===== config.mk =====
export PLATFORM = sky130hd
export DESIGN_NAME = dmv_back
export DESIGN_NICKNAME = d
export VERILOG_FILES = /design/src/rtl/core/dmv_pkg.sv /design/src/rtl/core/dmv_back.sv
export SDC_FILE = /design/constraint.sdc
export NUM_CORES = 2
export LEC_CHECK = 0
export ABC_AREA = 1
export BUFFER_PORTS_ARGS = -buffer_cell sky130_fd_sc_hd__buf_2
export CAP_MARGIN = 40
export CORE_MARGIN = 5
export CORE_UTILIZATION = 55
export CTS_CLUSTER_DIAMETER = 120
export CTS_CLUSTER_SIZE = 10
export DETAILED_ROUTE_END_ITERATION = 16
export PLACE_DENSITY = 0.74
export RECOVER_POWER = 100
export SYNTH_ARGS = -nofsm -noshare
export SYNTH_HDL_FRONTEND = slang
export SYNTH_SLANG_ARGS = --single-unit

===== constraint.sdc =====
create_clock -name clk_i -period 6.05 [get_ports clk_i]
set_input_delay 0.9075 -clock clk_i [delete_from_list [all_inputs] [get_ports clk_i]]
set_output_delay 0.9075 -clock clk_i [all_outputs]
set_load 0.1 [all_outputs]

===== src/rtl/core/dmv_pkg.sv =====
package dmv_pkg;

  localparam int unsigned MAX_COLUMNS = 1024;
  localparam int unsigned MAX_ROWS    = 4096;

  localparam int unsigned COL_CNT_W = 11;
  localparam int unsigned ROW_CNT_W = 13;
  localparam int unsigned COL_IDX_W = $clog2(MAX_COLUMNS);
  localparam int unsigned ROW_IDX_W = 12;

  localparam int unsigned ELEM_W  = 24;
  localparam int unsigned PROD_W  = 2 * ELEM_W;
  localparam int unsigned ACC_W   = 58;
  localparam int unsigned FRAC_W  = 23;
  localparam int unsigned RND_W   = ACC_W - FRAC_W;
  localparam int unsigned OUT_W   = 32;
  localparam int unsigned TOTAL_W = RND_W + 1;

  localparam int unsigned QUEUE_DEPTH = 4;
  localparam int unsigned QUEUE_PTR_W = $clog2(QUEUE_DEPTH);
  localparam int unsigned QUEUE_CNT_W = $clog2(QUEUE_DEPTH + 1);

  localparam int unsigned APB_ADDR_W = 4;
  localparam int unsigned APB_DATA_W = 32;

  typedef enum logic [1:0] {
    RegColumnCount   = 2'd0,
    RegRowCount      = 2'd1,
    RegAccumulate    = 2'd2
  } reg_idx_e;

  typedef enum logic {
    CmdLoadVector   = 1'b0,
    CmdMatrixElem   = 1'b1
  } cmd_e;

  typedef struct packed {
    logic                     command;
    logic signed [ELEM_W-1:0] value;
    logic signed [OUT_W-1:0]  prior_output;
  } in_item_t;

  typedef struct packed {
    logic signed [OUT_W-1:0] row_sum;
    logic [ROW_IDX_W-1:0]    row_index;
    logic                    final_row;
    logic                    saturated;
  } out_item_t;

  typedef struct packed {
    logic                 last_col;
    logic [ROW_IDX_W-1:0] row_index;
    logic                 final_row;
    logic signed [OUT_W-1:0] prior_output;
  } row_tag_t;

  typedef struct packed {
    logic signed [ELEM_W-1:0] matrix_value;
    logic signed [ELEM_W-1:0] vector_value;
    row_tag_t                 tag;
  } q_entry_t;

  typedef struct packed {
    logic     push;
    q_entry_t entry;
  } q_push_t;

  typedef struct packed {
    logic full;
    logic empty;
  } q_status_t;

endpackage


===== src/rtl/core/dmv_back.sv =====
module dmv_back (
  input  logic                clk_i,
  input  logic                rst_ni,
  input  dmv_pkg::q_status_t  q_status_i,
  input  dmv_pkg::q_entry_t   head_i,
  output logic                pop_o,
  input  logic                accumulate_mode_i,
  output logic                out_valid_o,
  input  logic                out_stall_i,
  output dmv_pkg::out_item_t  out_data_o
);
  import dmv_pkg::*;

  localparam logic signed [ACC_W-1:0]   RoundBias = ACC_W'(1) << (FRAC_W - 1);
  localparam logic signed [TOTAL_W-1:0] SatMax = TOTAL_W'(32'sh7FFF_FFFF);
  localparam logic signed [TOTAL_W-1:0] SatMin = -(TOTAL_W'(1) << (OUT_W - 1));

  logic                     advance;
  logic                     p_valid_q;
  logic signed [PROD_W-1:0] prod_q;
  row_tag_t                 p_tag_q;
  logic signed [ACC_W-1:0]  acc_q;
  logic signed [ACC_W-1:0]  acc_sum;
  logic                     s_valid_q;
  logic signed [ACC_W-1:0]  s_sum_q;
  row_tag_t                 s_tag_q;
  logic signed [ACC_W-1:0]  rnd_sum;
  logic                     r_valid_q;
  logic signed [RND_W-1:0]  r_q;
  row_tag_t                 r_tag_q;
  logic signed [TOTAL_W-1:0] total;
  logic                     out_valid_q;
  out_item_t                out_q;
  out_item_t                out_d;

  always_comb begin
    advance = !(out_valid_q && out_stall_i);
    pop_o   = advance && !q_status_i.empty;
    acc_sum = acc_q + ACC_W'(prod_q);
    rnd_sum = s_sum_q + RoundBias;
    total   = TOTAL_W'(r_q);
    if (accumulate_mode_i) begin
      total = total + TOTAL_W'(r_tag_q.prior_output);
    end
    out_d.row_index = r_tag_q.row_index;
    out_d.final_row = r_tag_q.final_row;
    if (total > SatMax) begin
      out_d.row_sum   = SatMax[OUT_W-1:0];
      out_d.saturated = 1'b1;
    end else if (total < SatMin) begin
      out_d.row_sum   = SatMin[OUT_W-1:0];
      out_d.saturated = 1'b1;
    end else begin
      out_d.row_sum   = total[OUT_W-1:0];
      out_d.saturated = 1'b0;
    end
  end

  always_ff @(posedge clk_i or negedge rst_ni) begin
    if (!rst_ni) begin
      p_valid_q   <= 1'b0;
      s_valid_q   <= 1'b0;
      r_valid_q   <= 1'b0;
      out_valid_q <= 1'b0;
      acc_q       <= '0;
    end else if (advance) begin
      p_valid_q   <= pop_o;
      s_valid_q   <= p_valid_q && p_tag_q.last_col;
      r_valid_q   <= s_valid_q;
      out_valid_q <= r_valid_q;
      if (p_valid_q) begin
        acc_q <= p_tag_q.last_col ? '0 : acc_sum;
      end
    end
  end

  always_ff @(posedge clk_i) begin
    if (advance) begin
      if (pop_o) begin
        prod_q  <= head_i.matrix_value * head_i.vector_value;
        p_tag_q <= head_i.tag;
      end
      if (p_valid_q && p_tag_q.last_col) begin
        s_sum_q <= acc_sum;
        s_tag_q <= p_tag_q;
      end
      if (s_valid_q) begin
        r_q     <= rnd_sum[ACC_W-1:FRAC_W];
        r_tag_q <= s_tag_q;
      end
      if (r_valid_q) begin
        out_q <= out_d;
      end
    end
  end

  assign out_valid_o = out_valid_q;
  assign out_data_o  = out_q;

  assert property (@(posedge clk_i) disable iff (!rst_ni)
    out_valid_q && out_q.saturated |->
      (out_q.row_sum == SatMax[OUT_W-1:0]) || (out_q.row_sum == SatMin[OUT_W-1:0]))
    else $error("saturated flag without clipped row sum");

  assert property (@(posedge clk_i) disable iff (!rst_ni)
    advance && p_valid_q && p_tag_q.last_col |=> acc_q == '0)
    else $error("accumulator not cleared after row end");

  assert property (@(posedge clk_i) disable iff (!rst_ni)
    $rose(out_valid_q) |-> $past(r_valid_q))
    else $error("result without finished row");

endmodule


==> reports/qor.csv <==
stage;metric;value;unit
run_status;status;finished with violations;
run_status;violations;capacitance limit, slew limit, setup timing;
detailed_routing;drtPass1Iterations;6;
critical_path;ff2ff_path_depth;9;
floorplanning;chipWidth;283;um
critical_path;cp-end-kind;flip-flop;
clocking;clock-sinks;363;
detailed_routing;routed-wl-met2;56.5;mm
layout;final_common_cell;nand2_1;
critical_path;r2r_start;out_valid_o$_DFFE_PN0N_;
critical_path;cpMaxStageDelayCell;fa_1;
timing;slew_violations;347;
detailed_routing;route.met3.wl;6.58;mm
detailed_routing;via_per_inst;5.24;
global_routing;overflow;0;
timing;fin_worst_skew;0.0220;ns
clocking;cts_made_buffers;42;
timing;finalHoldViolations;0;
detailed_routing;routed_wl;110;mm
critical_path;cp_num_cells;22;
layout;antenna_cells;0;
worst_hold_path;hold_start;s_tag_q[6]$_DFFE_PP_;
yosys;ys_seq_area_share;25.8;%
timing;max_freq;159;MHz
detailed_routing;met1_length;42.5;mm
critical_path;cp_cell_sequence;buf_4, clkinvlp_4, buf_12, buf_12, or2_2, fa_1, fa_1, fa_1, fa_1, fa_1, fa_1, fa_1, inv_2, ha_4, a21o_4, a31oi_4, o21ai_2, a31oi_2, nand3_4, nand2_1, o211ai_1, xor2_1;
critical_path;critPathMaxFanout;9;
placement;port_buffers;146;
timing;worst_pin_slew;2.67;ns
placement;place_ws;-1.04;ns
layout;nets;6119;
global_routing;grt_pass1_wl;176;mm
yosys;syn_nets;5692;
timing;layout_setup_ws;-0.227;ns
global_routing;grt_max_degree;82;
worst_hold_path;holdCritPathClass;flip-flop to flip-flop;
critical_path;critPathArrivalTime;6.57;ns
yosys;ys_async_sr_fraction;17.1;%
placement;gp_congestion;0.971;
critical_path;worst_path_most_repeated_cell;fa_1;
layout;areaGrowthSynthToFinish;18.1;%
global_routing;globalRouteTotalUtil;27.1;%
layout;drive_gt1_share;15.3;%
run;cap_violations;8;
yosys;postSynthAreaPerCell;8.62;um^2
clocking;hold_buffers;0;
global_routing;grt_pass1_vias;34400;
detailed_routing;wl_per_cell;17.9;um
placement;place_hpwl;90.1;mm
detailed_routing;drt_iter0_markers;2305;
critical_path;worst-path-buf-inv;5;
layout;layout_common_cells;nand2_1, inv_1, fa_1;
yosys;synth_edf_count;301;
floorplanning;coreArea;74200;um^2
yosys;synth_flop_cell;edfxtp_1;
critical_path;cp.required;6.34;ns
clocking;root_buffer;clkbuf_16;
clocking;htree_levels;2;
critical_path;crit_start;head_i[69];
timing;finalSetupViolations;23;
yosys;syn_inst;4756;
detailed_routing;num_vias;32400;
layout;multi_input_area;26900;um^2
timing;rsz0062_at_grt;true;
detailed_routing;top_layer_used;met4;
floorplanning;io_pins;148;
critical_path;startpoint_type;primary input;
layout;regArea;10600;um^2
clocking;cts_tree;built;
timing;min_period;6.28;ns
detailed_routing;drc;0;
worst_hold_path;worstHoldPathCells;0;
clocking;clk_latency;0.55;ns
detailed_routing;drt.antenna.violating_nets;0;
yosys;ys_warn_count;0;
clocking;cts.path.max_buffers;3;
critical_path;critPathTopFamily;adder cells;
floorplanning;initial_core_util;55.2;%
layout;fill_cells;5941;
yosys;synth.distinct_cells;57;
clocking;cts.clk_slew.worst_paths;0.06;ns
global_routing;antenna_found_initial;0;
floorplanning;dieHeight;283;um
critical_path;crit_type;primary input to flip-flop;
critical_path;slowest_delay;0.56;ns
timing;min_period_over_period;104;%
yosys;ys_ff_latch;363;
floorplanning;rows;100;
yosys;synth_area;41000;um^2
timing;relSlewSlack;-78.0;%
floorplanning;die-area;80100;um^2
[worst paths after layout]
kind	to	slack, ns
max	prod_q[45]$_DFFE_PP_	-0.23
min	r_tag_q[6]$_DFFE_PP_	0.41
max reg2reg	acc_q[33]$_DFFE_PN0P_	1.24
min reg2reg	r_tag_q[6]$_DFFE_PP_	0.41
max in group asynchronous	acc_q[47]$_DFFE_PN0P_	2.39
min in group asynchronous	acc_q[0]$_DFFE_PN0P_	0.79
[worst reg2reg max path, cell delays in order, from the launching register on]
cell,delay (ns)
dfrtp_1,0.38
nand2_1,0.19
inv_1,0.14
nor2_1,0.10
inv_1,0.44
clkbuf_1,0.86
nor2_2,0.31
clkbuf_1,1.70
nand3_1,0.45
nand2_1,0.16
[per-stage QoR]
stage / instances / hold WS [ns] / TNS (ns) / instance area [um^2] / utilization [%]
final: 6184 / 0.413 / -2.67 / 48400 / 65.2
after global placement: 6059 / 0.401 / -24.88 / 45600 / 61.4
after detailed placement: 6062 / 0.405 / -26.22 / 45700 / 61.5
after global routing: 6184 / 0.419 / -8.26 / 48400 / 65.2
after floorplan: 4756 / 0.400 / -6.27 / 41800 / -
after CTS: 6153 / 0.347 / -1.63 / 47500 / 64.0
[repair_timing]
action                     in CTS  in global routing
setup endpoints to repair      29                 34
cloned                          3                  5
resized for setup             137                231
pin swaps                      58                 83
setup buffers                  12                 27
[cells by family (layout without fill, tap and decap cells)]
group           count (synthesis)  in the layout  share of synthesized area, %
xor+xnor                      125            125                          2.67
buf+inv                      1263           1722                          11.6
fa+ha+maj                     836            836                          36.7
compound gates                435            435                          5.95
simple gates                 1734           1734                          17.2
flops                         363            363                          25.8
[synthesized netlist by cell type (2+ instances only)]
cell,instances,share of area (%)
a211oi_1,2,0.037
a21boi_0,7,0.13
a21o_1,15,0.27
a21oi_1,186,2.3
a22o_1,4,0.085
a31o_2,2,0.043
a31oi_1,29,0.44
and2_1,17,0.26
and3_1,4,0.061
buf_1,3,0.027
buf_4,3,0.055
buf_6,3,0.082
clkbuf_1,112,1.0
clkinv_1,2,0.018
dfrtp_1,62,3.8
edfxtp_1,301,22
fa_1,609,30
ha_1,227,6.9
inv_1,1138,10
inv_2,2,0.018
nand2_1,1224,11
nand2_2,3,0.046
nand3_1,114,1.4
nand3_2,5,0.12
nand3b_1,8,0.15
nand4_1,20,0.31
nor2_1,257,2.4
nor2_2,6,0.092
nor2_4,3,0.082
nor3_1,29,0.35
nor3_2,2,0.049
nor4_1,10,0.15
nor4_2,2,0.061
o211ai_1,9,0.16
o21a_1,7,0.13
o21ai_0,132,1.6
o21ai_1,4,0.049
o21ai_2,2,0.043
o21bai_1,23,0.42
o22ai_1,2,0.031
o31ai_1,5,0.092
or2_1,2,0.031
or2_2,22,0.34
xnor2_1,44,0.94
xor2_1,81,1.7
[per-layer routing]
layer / vias to the layer above / global-route usage (%)
li1: 15300 / -
met5: - / 0
met4: 0 / 10.4
met2: 1191 / 49.1
met3: 305 / 3.17
met1: 15700 / 33.2
[final cells by class]
type | instances | area share (%)
Clock buffer | 73 | 2.46
Inverter | 1142 | 8.89
Clock inverter | 3 | 0.0775
Sequential cell | 363 | 21.9
Tap cell | 969 | 2.50
Multi-Input combinational cell | 3130 | 55.6
Timing Repair Buffer | 504 | 8.64
[state kept, by name, summed over array words and instances, names as in the netlist]
name and cells:
acc_q 58, out_d 13, out_data_o 46, out_valid_o 1, p_tag_q 46, p_valid_q 1
prod_q 48, r_q 35, r_tag_q 32, r_valid_q 1, s_sum_q 36, s_tag_q 45
s_valid_q 1
Power is left out: the tool's default activity adds up to more than one toggle a clock period on the data nets, which glitch-free logic cannot reach.
