$ cat src/rtl/core/dmv_pkg.sv
package dmv_pkg;

  localparam int unsigned MAX_COLUMNS = 1024;
  localparam int unsigned MAX_ROWS    = 4096;

  localparam int unsigned COL_CNT_W = 11;
  localparam int unsigned ROW_CNT_W = 13;
  localparam int unsigned COL_IDX_W = $clog2(MAX_COLUMNS);
  localparam int unsigned ROW_IDX_W = 12;

  localparam int unsigned ELEM_W  = 24;
  localparam int unsigned PROD_W  = 2 * ELEM_W;
  localparam int unsigned ACC_W   = 58;
  localparam int unsigned FRAC_W  = 23;
  localparam int unsigned RND_W   = ACC_W - FRAC_W;
  localparam int unsigned OUT_W   = 32;
  localparam int unsigned TOTAL_W = RND_W + 1;

  localparam int unsigned QUEUE_DEPTH = 4;
  localparam int unsigned QUEUE_PTR_W = $clog2(QUEUE_DEPTH);
  localparam int unsigned QUEUE_CNT_W = $clog2(QUEUE_DEPTH + 1);

  localparam int unsigned APB_ADDR_W = 4;
  localparam int unsigned APB_DATA_W = 32;

  typedef enum logic [1:0] {
    RegColumnCount   = 2'd0,
    RegRowCount      = 2'd1,
    RegAccumulate    = 2'd2
  } reg_idx_e;

  typedef enum logic {
    CmdLoadVector   = 1'b0,
    CmdMatrixElem   = 1'b1
  } cmd_e;

  typedef struct packed {
    logic                     command;
    logic signed [ELEM_W-1:0] value;
    logic signed [OUT_W-1:0]  prior_output;
  } in_item_t;

  typedef struct packed {
    logic signed [OUT_W-1:0] row_sum;
    logic [ROW_IDX_W-1:0]    row_index;
    logic                    final_row;
    logic                    saturated;
  } out_item_t;

  typedef struct packed {
    logic                 last_col;
    logic [ROW_IDX_W-1:0] row_index;
    logic                 final_row;
    logic signed [OUT_W-1:0] prior_output;
  } row_tag_t;

  typedef struct packed {
    logic signed [ELEM_W-1:0] matrix_value;
    logic signed [ELEM_W-1:0] vector_value;
    row_tag_t                 tag;
  } q_entry_t;

  typedef struct packed {
    logic     push;
    q_entry_t entry;
  } q_push_t;

  typedef struct packed {
    logic full;
    logic empty;
  } q_status_t;

endpackage

$ cat src/rtl/core/dmv_queue.sv
module dmv_queue (
  input  logic                clk_i,
  input  logic                rst_ni,
  input  dmv_pkg::q_push_t    q_push_i,
  output dmv_pkg::q_status_t  q_status_o,
  input  logic                pop_i,
  output dmv_pkg::q_entry_t   head_o
);
  import dmv_pkg::*;

  q_entry_t               slots_q [QUEUE_DEPTH];
  logic [QUEUE_PTR_W-1:0] wr_ptr_q, rd_ptr_q;
  logic [QUEUE_CNT_W-1:0] count_q;
  logic                   do_push;
  logic                   do_pop;

  always_comb begin
    q_status_o.full  = (count_q == QUEUE_CNT_W'(QUEUE_DEPTH));
    q_status_o.empty = (count_q == '0);
    do_push          = q_push_i.push;
    do_pop           = pop_i;
    head_o           = slots_q[rd_ptr_q];
  end

  always_ff @(posedge clk_i) begin
    if (do_push) begin
      slots_q[wr_ptr_q] <= q_push_i.entry;
    end
  end

  always_ff @(posedge clk_i or negedge rst_ni) begin
    if (!rst_ni) begin
      wr_ptr_q <= '0;
      rd_ptr_q <= '0;
      count_q  <= '0;
    end else begin
      if (do_push) begin
        wr_ptr_q <= (wr_ptr_q == QUEUE_PTR_W'(QUEUE_DEPTH - 1)) ? '0
                                                               : wr_ptr_q + QUEUE_PTR_W'(1);
      end
      if (do_pop) begin
        rd_ptr_q <= (rd_ptr_q == QUEUE_PTR_W'(QUEUE_DEPTH - 1)) ? '0
                                                               : rd_ptr_q + QUEUE_PTR_W'(1);
      end
      if (do_push && !do_pop) begin
        count_q <= count_q + QUEUE_CNT_W'(1);
      end else if (!do_push && do_pop) begin
        count_q <= count_q - QUEUE_CNT_W'(1);
      end
    end
  end

  assert property (@(posedge clk_i) disable iff (!rst_ni)
    q_push_i.push |-> !q_status_o.full)
    else $error("push into full queue");

  assert property (@(posedge clk_i) disable iff (!rst_ni)
    pop_i |-> !q_status_o.empty)
    else $error("pop from empty queue");

endmodule

$ cat config.mk
export PLATFORM = sky130hd
export DESIGN_NAME = dmv_queue
export DESIGN_NICKNAME = d
export VERILOG_FILES = /design/src/rtl/core/dmv_pkg.sv /design/src/rtl/core/dmv_queue.sv
export SDC_FILE = /design/constraint.sdc
export NUM_CORES = 1
export LEC_CHECK = 0
export BUFFER_PORTS_ARGS = -buffer_cell sky130_fd_sc_hd__buf_2
export CAP_MARGIN = 20
export CORE_MARGIN = 5
export CORE_UTILIZATION = 57
export CTS_CLUSTER_DIAMETER = 40
export DETAILED_ROUTE_END_ITERATION = 8
export PLACE_DENSITY = 0.88
export SYNTH_ARGS = -nofsm -noshare
export SYNTH_HDL_FRONTEND = slang
export SYNTH_SLANG_ARGS = --single-unit
export TNS_END_PERCENT = 50
$ cat constraint.sdc
create_clock -name clk_i -period 3.67 [get_ports clk_i]
set_clock_uncertainty 0.05 [all_clocks]
set_input_delay 0.1835 -clock clk_i [delete_from_list [all_inputs] [get_ports clk_i]]
set_output_delay 0.1835 -clock clk_i [all_outputs]
set_load 0.005 [all_outputs]
==> results of run 1 <==
metrics by stage:
stage	area, sq um	setup slack, ps	power (mW)	utilization
2_1_floorplan	14000	356	8.09	-
3_3_place_gp	15400	1300	9.18	0.633
3_5_place_dp	15400	1260	9.34	0.633
4_1_cts	17600	690	13.3	0.727
5_1_grt	17600	572	13.9	0.728
6_report	17600	778	13.3	0.728
per-layer routing:
layer / vias to the layer above / routed length, um / GRT usage
li1: 2933 / - / -
met4: 0 / 833 / 0.0708
met5: - / 0 / 0
met1: 3582 / 10800 / 0.278
met2: 385 / 15800 / 0.368
met3: 64 / 2340 / 0.0486
cell families (layout without fill, tap and decap cells):
kind of cell | after synthesis | count (layout) | synth area share
other cells | 0 | 1 | 0
simple gates | 11 | 11 | 0.00402
fa+ha+maj | 7 | 7 | 0.00679
xor+xnor | 3 | 3 | 0.00188
mux | 97 | 97 | 0.153
buf+inv | 26 | 377 | 0.0150
flops | 383 | 383 | 0.818
compound gates | 2 | 2 | 0.000714
cells in the final DEF, fill, tap and decap left out:
master         count
and2_4             4
buf_12             7
buf_2            193
buf_4              1
bufinv_16          2
clkbuf_1           3
clkbuf_16         43
clkinv_1          12
clkinv_2           6
clkinv_4           1
clkinv_8           1
clkinvlp_4         1
dfrtp_1            5
dfrtp_4            2
diode_2            1
dlygate4sd3_1     98
edfxtp_1         376
fa_1               1
ha_1               6
inv_1              4
inv_6              4
inv_8              1
mux2_2             3
mux4_2            94
nand2_1            2
nor2_1             3
nor3_1             1
nor3b_1            1
o21ai_0            2
xnor2_1            1
xor2_1             2
worst max path at each step:
| stage | to | slack (ps) | cells after the start |
|---|---|---|---|
| 2_1_floorplan | slots_q[0][0]$_DFFE_PP_ | 360 | 3 |
| 3_3_place_gp | head_o[31] | 1300 | 3 |
| 3_5_place_dp | head_o[31] | 1260 | 3 |
| 4_1_cts | head_o[5] | 690 | 3 |
| 5_1_grt | head_o[26] | 570 | 3 |
| 6_report | head_o[26] | 780 | 3 |
flip-flops by register name (all words and copies together) (netlist names):
register and cells:
count_q 3, rd_ptr_q 2, wr_ptr_q 2, slots_q 376
power by group:
group	leakage, nW	internal (mW)	switching (mW)
clock network	0.639	2.29	1.65
logic	1.95	1.75	1.53
registers	3.53	5.61	0.466
total	6.13	9.65	3.64
critical path, stage by stage, from the launching register on:
cell and delay (ps):
dfrtp_4 1040, buf_12 310, mux4_2 570, buf_2 170
area by class of cell:
class,count,area (sq um),area share
timing repair buffer,299,2090,0.119
sequential,383,11500,0.650
clock buffer,46,1090,0.0616
antenna,1,2.50,0.000142
clock inverter,28,214,0.0121
inverter,4,15.0,0.000851
tap,324,405,0.0230
multi-input combinational,120,2350,0.133
==> flow_summary_export.csv, run 1 <==
group,metric,value,unit
outcome,status,"finished clean",
clock_tree,cts_hold_buf,98,
clock_tree,max-clock-path-buffers,3,
yosys,syn-cell-area,14000,sq um
clock_tree,htree_levels,2,
yosys,synth_nets,634,
yosys,ys.flop_type,"edfxtp_1",
timing,tightest_slew,942,ps
min_path,holdPathStages,2,
placement,place_hpwl,15.9,mm
timing,slew_headroom,0.372,
clock_tree,worstSkewPairLatency,510,ps
clock_tree,cts_setup_buffers,0,
clock_tree,clock_sinks,383,
timing,fin_crit,2890,ps
setup_path,r2r_setup_slack,1570,ps
clock_tree,cts_root_buffer,"clkbuf_16",
flow_run,cap_violations,0,
power_and_ir_drop,p_leak,6.13,nW
yosys,synth_top_area_frac,0.806,
floorplan,num_io_pins,194,
global_route,grt_overflow,0,
timing,hold_ws,366,ps
layout,num-fill-cells,1358,
global_route,grt_pass1_wl,45.4,mm
yosys,synth_area_leader_cell,"edfxtp_1",
clock_tree,cts_buffers,42,
floorplan,start_util,0.578,
floorplan,core_area,24200,sq um
floorplan,die_x,167,um
drt,routedWlPerCell,24.7,um
drt,viasPerCell,5.78,
setup_path,r2r_cells,4,
yosys,synthTopCellsByArea,"edfxtp_1 81%, mux4_2 15%, dfrtp_1 1.2%, buf_12 0.57%, ha_1 0.54%",
floorplan,die_y,167,um
global_route,grt_pass1_vias,7596,
timing,slew_violations,0,
setup_path,r2r-start,"wr_ptr_q[0]$_DFFE_PN0P_",
drt,drtIter0Drc,754,
setup_path,cp-start-kind,"flop",
timing,finalSetupViolCount,0,
floorplan,dieArea,27800,sq um
yosys,async_flop_share,0.0183,
clock_tree,cts_tree,"built",
clock_tree,path_clk_slew,60,ps
timing,rsz0062_at_grt,"no",
drt,wl,29.7,mm
yosys,post_synth.cell_area_avg,26.5,sq um
setup_path,required,3440,ps
global_route,grt.total_usage,0.215,
layout,fin_cells,1205,
floorplan,core.rowCount,57,
layout,fin_nets,955,
clock_tree,postCtsResizedCells,0,
setup_path,cp.arrival,2660,ps
timing,final-hold-violation-count,0,
power_and_ir_drop,powerDensity,754,nW/um^2
setup_path,reg2reg_to,"slots_q[0][93]$_DFFE_PP_",
layout,area_growth,25.9,%
timing,period_share,0.788,
setup_path,end_kind,"output pin",
min_path,hold_start,"q_push_i[0]",
setup_path,worstSetupStartpoint,"rd_ptr_q[0]$_DFFE_PN0P_",
global_route,grt_max_degree,53,
global_route,antenna_found_initial,1,
min_path,hold_class,"in -> reg",
drt,ant_nets,0,
drt,drc_errors,0,
yosys,synth.distinct_cells,21,
power_and_ir_drop,irDropWorstVdd,0.474,mV
yosys,ys_warn_count,0,
min_path,min_to,"slots_q[2][0]$_DFFE_PP_",
timing,fmax,346,MHz
placement,io_buffers,193,
placement,place_congestion,0.790,
timing,setup_tns,0,ps
yosys,ys_ff_latch,383,
setup_path,cp_max_fo,46,
yosys,synth_seq_area_share,0.818,
drt,dr_total_vias,6964,
yosys,ys_top_cells_by_count,"376 x edfxtp_1, 94 x mux4_2, 8 x buf_2",
layout,drive_gt1_frac,0.413,
placement,dp.cells,1032,
drt,dr.pass1.iters,5,
yosys,synth_cells,529,
yosys,synth_edf_count,376,
setup_path,critical_path_class,"reg -> out",
yosys,synth_most_common_cell,"edfxtp_1",
Note: power is estimated with default switching activity, not from simulation.
==> run 2, diff against run 1 <==
--- a/config.mk
+++ b/config.mk
@@ -5,13 +5,14 @@
 export SDC_FILE = /design/constraint.sdc
 export NUM_CORES = 1
 export LEC_CHECK = 0
+export ABC_AREA = 1
 export BUFFER_PORTS_ARGS = -buffer_cell sky130_fd_sc_hd__buf_2
 export CAP_MARGIN = 20
 export CORE_MARGIN = 5
-export CORE_UTILIZATION = 57
+export CORE_UTILIZATION = 58
 export CTS_CLUSTER_DIAMETER = 40
 export DETAILED_ROUTE_END_ITERATION = 8
-export PLACE_DENSITY = 0.88
+export PLACE_DENSITY = 0.89
 export SYNTH_ARGS = -nofsm -noshare
 export SYNTH_HDL_FRONTEND = slang
 export SYNTH_SLANG_ARGS = --single-unit
==> constraint.sdc (replaced) <==
create_clock -name clk_i -period 2.8 [get_ports clk_i]
set_clock_uncertainty 0.05 [all_clocks]
set_input_delay 0.14 -clock clk_i [delete_from_list [all_inputs] [get_ports clk_i]]
set_output_delay 0.14 -clock clk_i [all_outputs]
set_load 0.005 [all_outputs]
==> flow_summary_export.csv, run 2 <==
group,metric,value,unit
clock_tree,cts_root_buffer,"clkbuf_16",
global_route,grt_pass1_vias,10200,
placement,place_hpwl,18.6,mm
yosys,synth_most_common_cell,"edfxtp_1",
timing,slew_violations,0,
yosys,synth_seq_area_share,0.752,
timing,final-hold-violation-count,0,
layout,final_cell_mix,"376 x edfxtp_1, 297 x nand2_1, 195 x inv_1",
timing,fin_crit,2490,ps
timing,period_share,0.888,
power_and_ir_drop,powerDensity,979,nW/um^2
floorplan,die_x,172,um
drt,drc_errors,0,
power_and_ir_drop,clkPwrFrac,0.299,
timing,tightest_slew,609,ps
clock_tree,postCtsResizedCells,0,
clock_tree,max-clock-path-buffers,3,
floorplan,die_y,172,um
global_route,grt_pass1_wl,52.4,mm
placement,io_buffers,193,
min_path,hold_class,"in -> reg",
yosys,post_synth.cell_area_avg,13.3,sq um
global_route,grt_overflow,0,
power_and_ir_drop,irDropWorstVdd,0.726,mV
layout,fin_nets,1550,
floorplan,core.rowCount,59,
drt,drtIter0Drc,905,
drt,dr.pass1.iters,5,
clock_tree,clock_sinks,383,
yosys,synthTopCellsByArea,"edfxtp_1 74%, o211ai_1 9.3%, nand2_1 7.3%, inv_1 4.9%, buf_2 1.4%",
setup_path,cp_max_fo,85,
floorplan,start_util,0.586,
power_and_ir_drop,p_int,12.6,mW
setup_path,end_kind,"output pin",
yosys,synth_cells,1149,
placement,place_congestion,0.754,
floorplan,num_io_pins,194,
yosys,synth_area_leader_cell,"edfxtp_1",
clock_tree,worstSkewPairLatency,510,ps
yosys,ys_warn_count,0,
layout,registers.top_by_ff_count,"slots_q",
clock_tree,htree_levels,2,
timing,finalSetupViolCount,0,
power_and_ir_drop,pwr-share-comb,0.287,
yosys,async_flop_share,0.0183,
yosys,synth.distinct_cells,21,
setup_path,cp.arrival,2300,ps
yosys,ys_ff_latch,383,
drt,ant_nets,0,
drt,dr_total_vias,9878,
outcome,status,"finished clean",
global_route,antenna_found_initial,3,
layout,top_regs,"slots_q: 376 flops, count_q: 3 flops",
floorplan,dieArea,29600,sq um
global_route,grt.total_usage,0.227,
layout,largest_reg_flops,376,
setup_path,critical_path_class,"reg -> out",
min_path,holdPathStages,2,
clock_tree,cts_tree,"built",
drt,routedWlPerCell,19.1,um
power_and_ir_drop,p_leak,7.74,nW
timing,fmax,402,MHz
placement,place_ws,822,ps
yosys,ys.flop_type,"edfxtp_1",
power_and_ir_drop,seqPwrFrac,0.414,
timing,rsz0062_at_grt,"no",
timing,setup_tns,0,ps
timing,layout_setup_ws,315,ps
drt,viasPerCell,5.44,
setup_path,cp-start-kind,"flop",
yosys,synth_edf_count,376,
layout,drive_gt1_frac,0.194,
yosys,syn-cell-area,15200,sq um
yosys,synth_top_area_frac,0.741,
floorplan,core_area,26000,sq um
layout,area_growth,24.7,%
yosys,synth_nets,1254,
global_route,grt_max_degree,86,
drt,wl,34.6,mm
power_and_ir_drop,swShare,0.322,
setup_path,required,2610,ps
layout,num-fill-cells,1492,
clock_tree,path_clk_slew,70,ps
flow_run,cap_violations,0,
clock_tree,cts_setup_buffers,0,
layout,final_common_cell,"edfxtp_1",
setup_path,r2r_cells,5,
timing,slew_headroom,0.594,
power_and_ir_drop,p_switching,5.99,mW
clock_tree,cts_buffers,43,
yosys,ys_top_cells_by_count,"376 x edfxtp_1, 297 x nand2_1, 199 x inv_1",
-- run 2: cell types whose count changed after synthesis, sizes merged, moves of 2 or more --
cell    delta
o211ai   +188
inv      +197
o21ai      +2
nand2    +295
and2       -4
buf       +39
xor2       -2
mux4      -94
mux2       -3
-- run 2: repair_timing --
item                                   CTS  global route
setup endpoints to repair                0             0
endpoints found under the hold margin  387             0
hold buffers                            98             0
-- run 2: cell families after synthesis --
| group | share of synthesized area |
|---|---|
| DFF | 0.752 |
| and+or+nand+nor | 0.0750 |
| buffers and inverters | 0.0718 |
| AOI/OAI and AO/OA | 0.0939 |
| adders and majority gates | 0.00624 |
| xor gates and xnor gates | 0.000575 |
-- run 2: final timing paths --
kind	from	end	slack [ps]
max in group asynchronous	rst_ni	rd_ptr_q[1]$_DFFE_PN0P_	1820
setup / recovery	rd_ptr_q[0]$_DFFE_PN0P_	head_o[66]	310
hold reg to reg	count_q[2]$_DFFE_PN0P_	count_q[2]$_DFFE_PN0P_	470
hold / removal	q_push_i[68]	slots_q[2][68]$_DFFE_PP_	320
min in group asynchronous	rst_ni	count_q[2]$_DFFE_PN0P_	560
setup reg to reg	wr_ptr_q[0]$_DFFE_PN0P_	slots_q[0][7]$_DFFE_PP_	800
-- run 2: area by class of cell --
type,instances,area [sq um],share of cell area
tap,335,419,0.0221
clock inverter,27,267,0.0140
inverter,201,776,0.0408
multi-input combinational,503,2680,0.141
antenna,3,7.51,0.000395
clock buffer,51,1160,0.0610
timing repair buffer,313,2220,0.117
sequential,383,11500,0.604
-- run 2: stage by stage --
| stage | std cells | hold WS [ps] | total power, mW | cell area [sq um] | util |
|---|---|---|---|---|---|
| 6_report | 1816 | 315 | 18.6 | 19000 | 0.731 |
| 5_1_grt | 1816 | 307 | 19.5 | 19000 | 0.731 |
| 4_1_cts | 1813 | 294 | 18.5 | 19000 | 0.731 |
| 3_5_place_dp | 1637 | -58.3 | 12.9 | 16600 | 0.638 |
| 3_3_place_gp | 1637 | -62.9 | 12.6 | 16600 | 0.638 |
| 2_1_floorplan | 1149 | -206 | 10.9 | 15200 | - |
-- run 2: power groups by stage --
stage          Clock (mW)  Sequential, mW  Combinational [mW]
2_1_floorplan           0            7.69                3.17
3_3_place_gp            0            7.72                4.91
3_5_place_dp            0            7.78                5.13
4_1_cts              5.58            7.67                5.30
5_1_grt              5.90            7.76                5.87
6_report             5.56            7.70                5.34
-- run 2: metal layers --
metal | vias to the layer above | share of wire | GRT usage
li1 | 4627 | - | -
met3 | 68 | 0.071 | 0.0396
met4 | 0 | 0.023 | 0.0694
met2 | 446 | 0.54 | 0.423
met5 | - | 0 | 0
met1 | 4737 | 0.37 | 0.269
-- run 2: critical path, stage by stage (launching register included) --
cell	delay (ps)
dfrtp_1	460
inv_8	410
buf_4	390
nand2_1	130
o211ai_1	120
nand2_1	120
buf_2	140
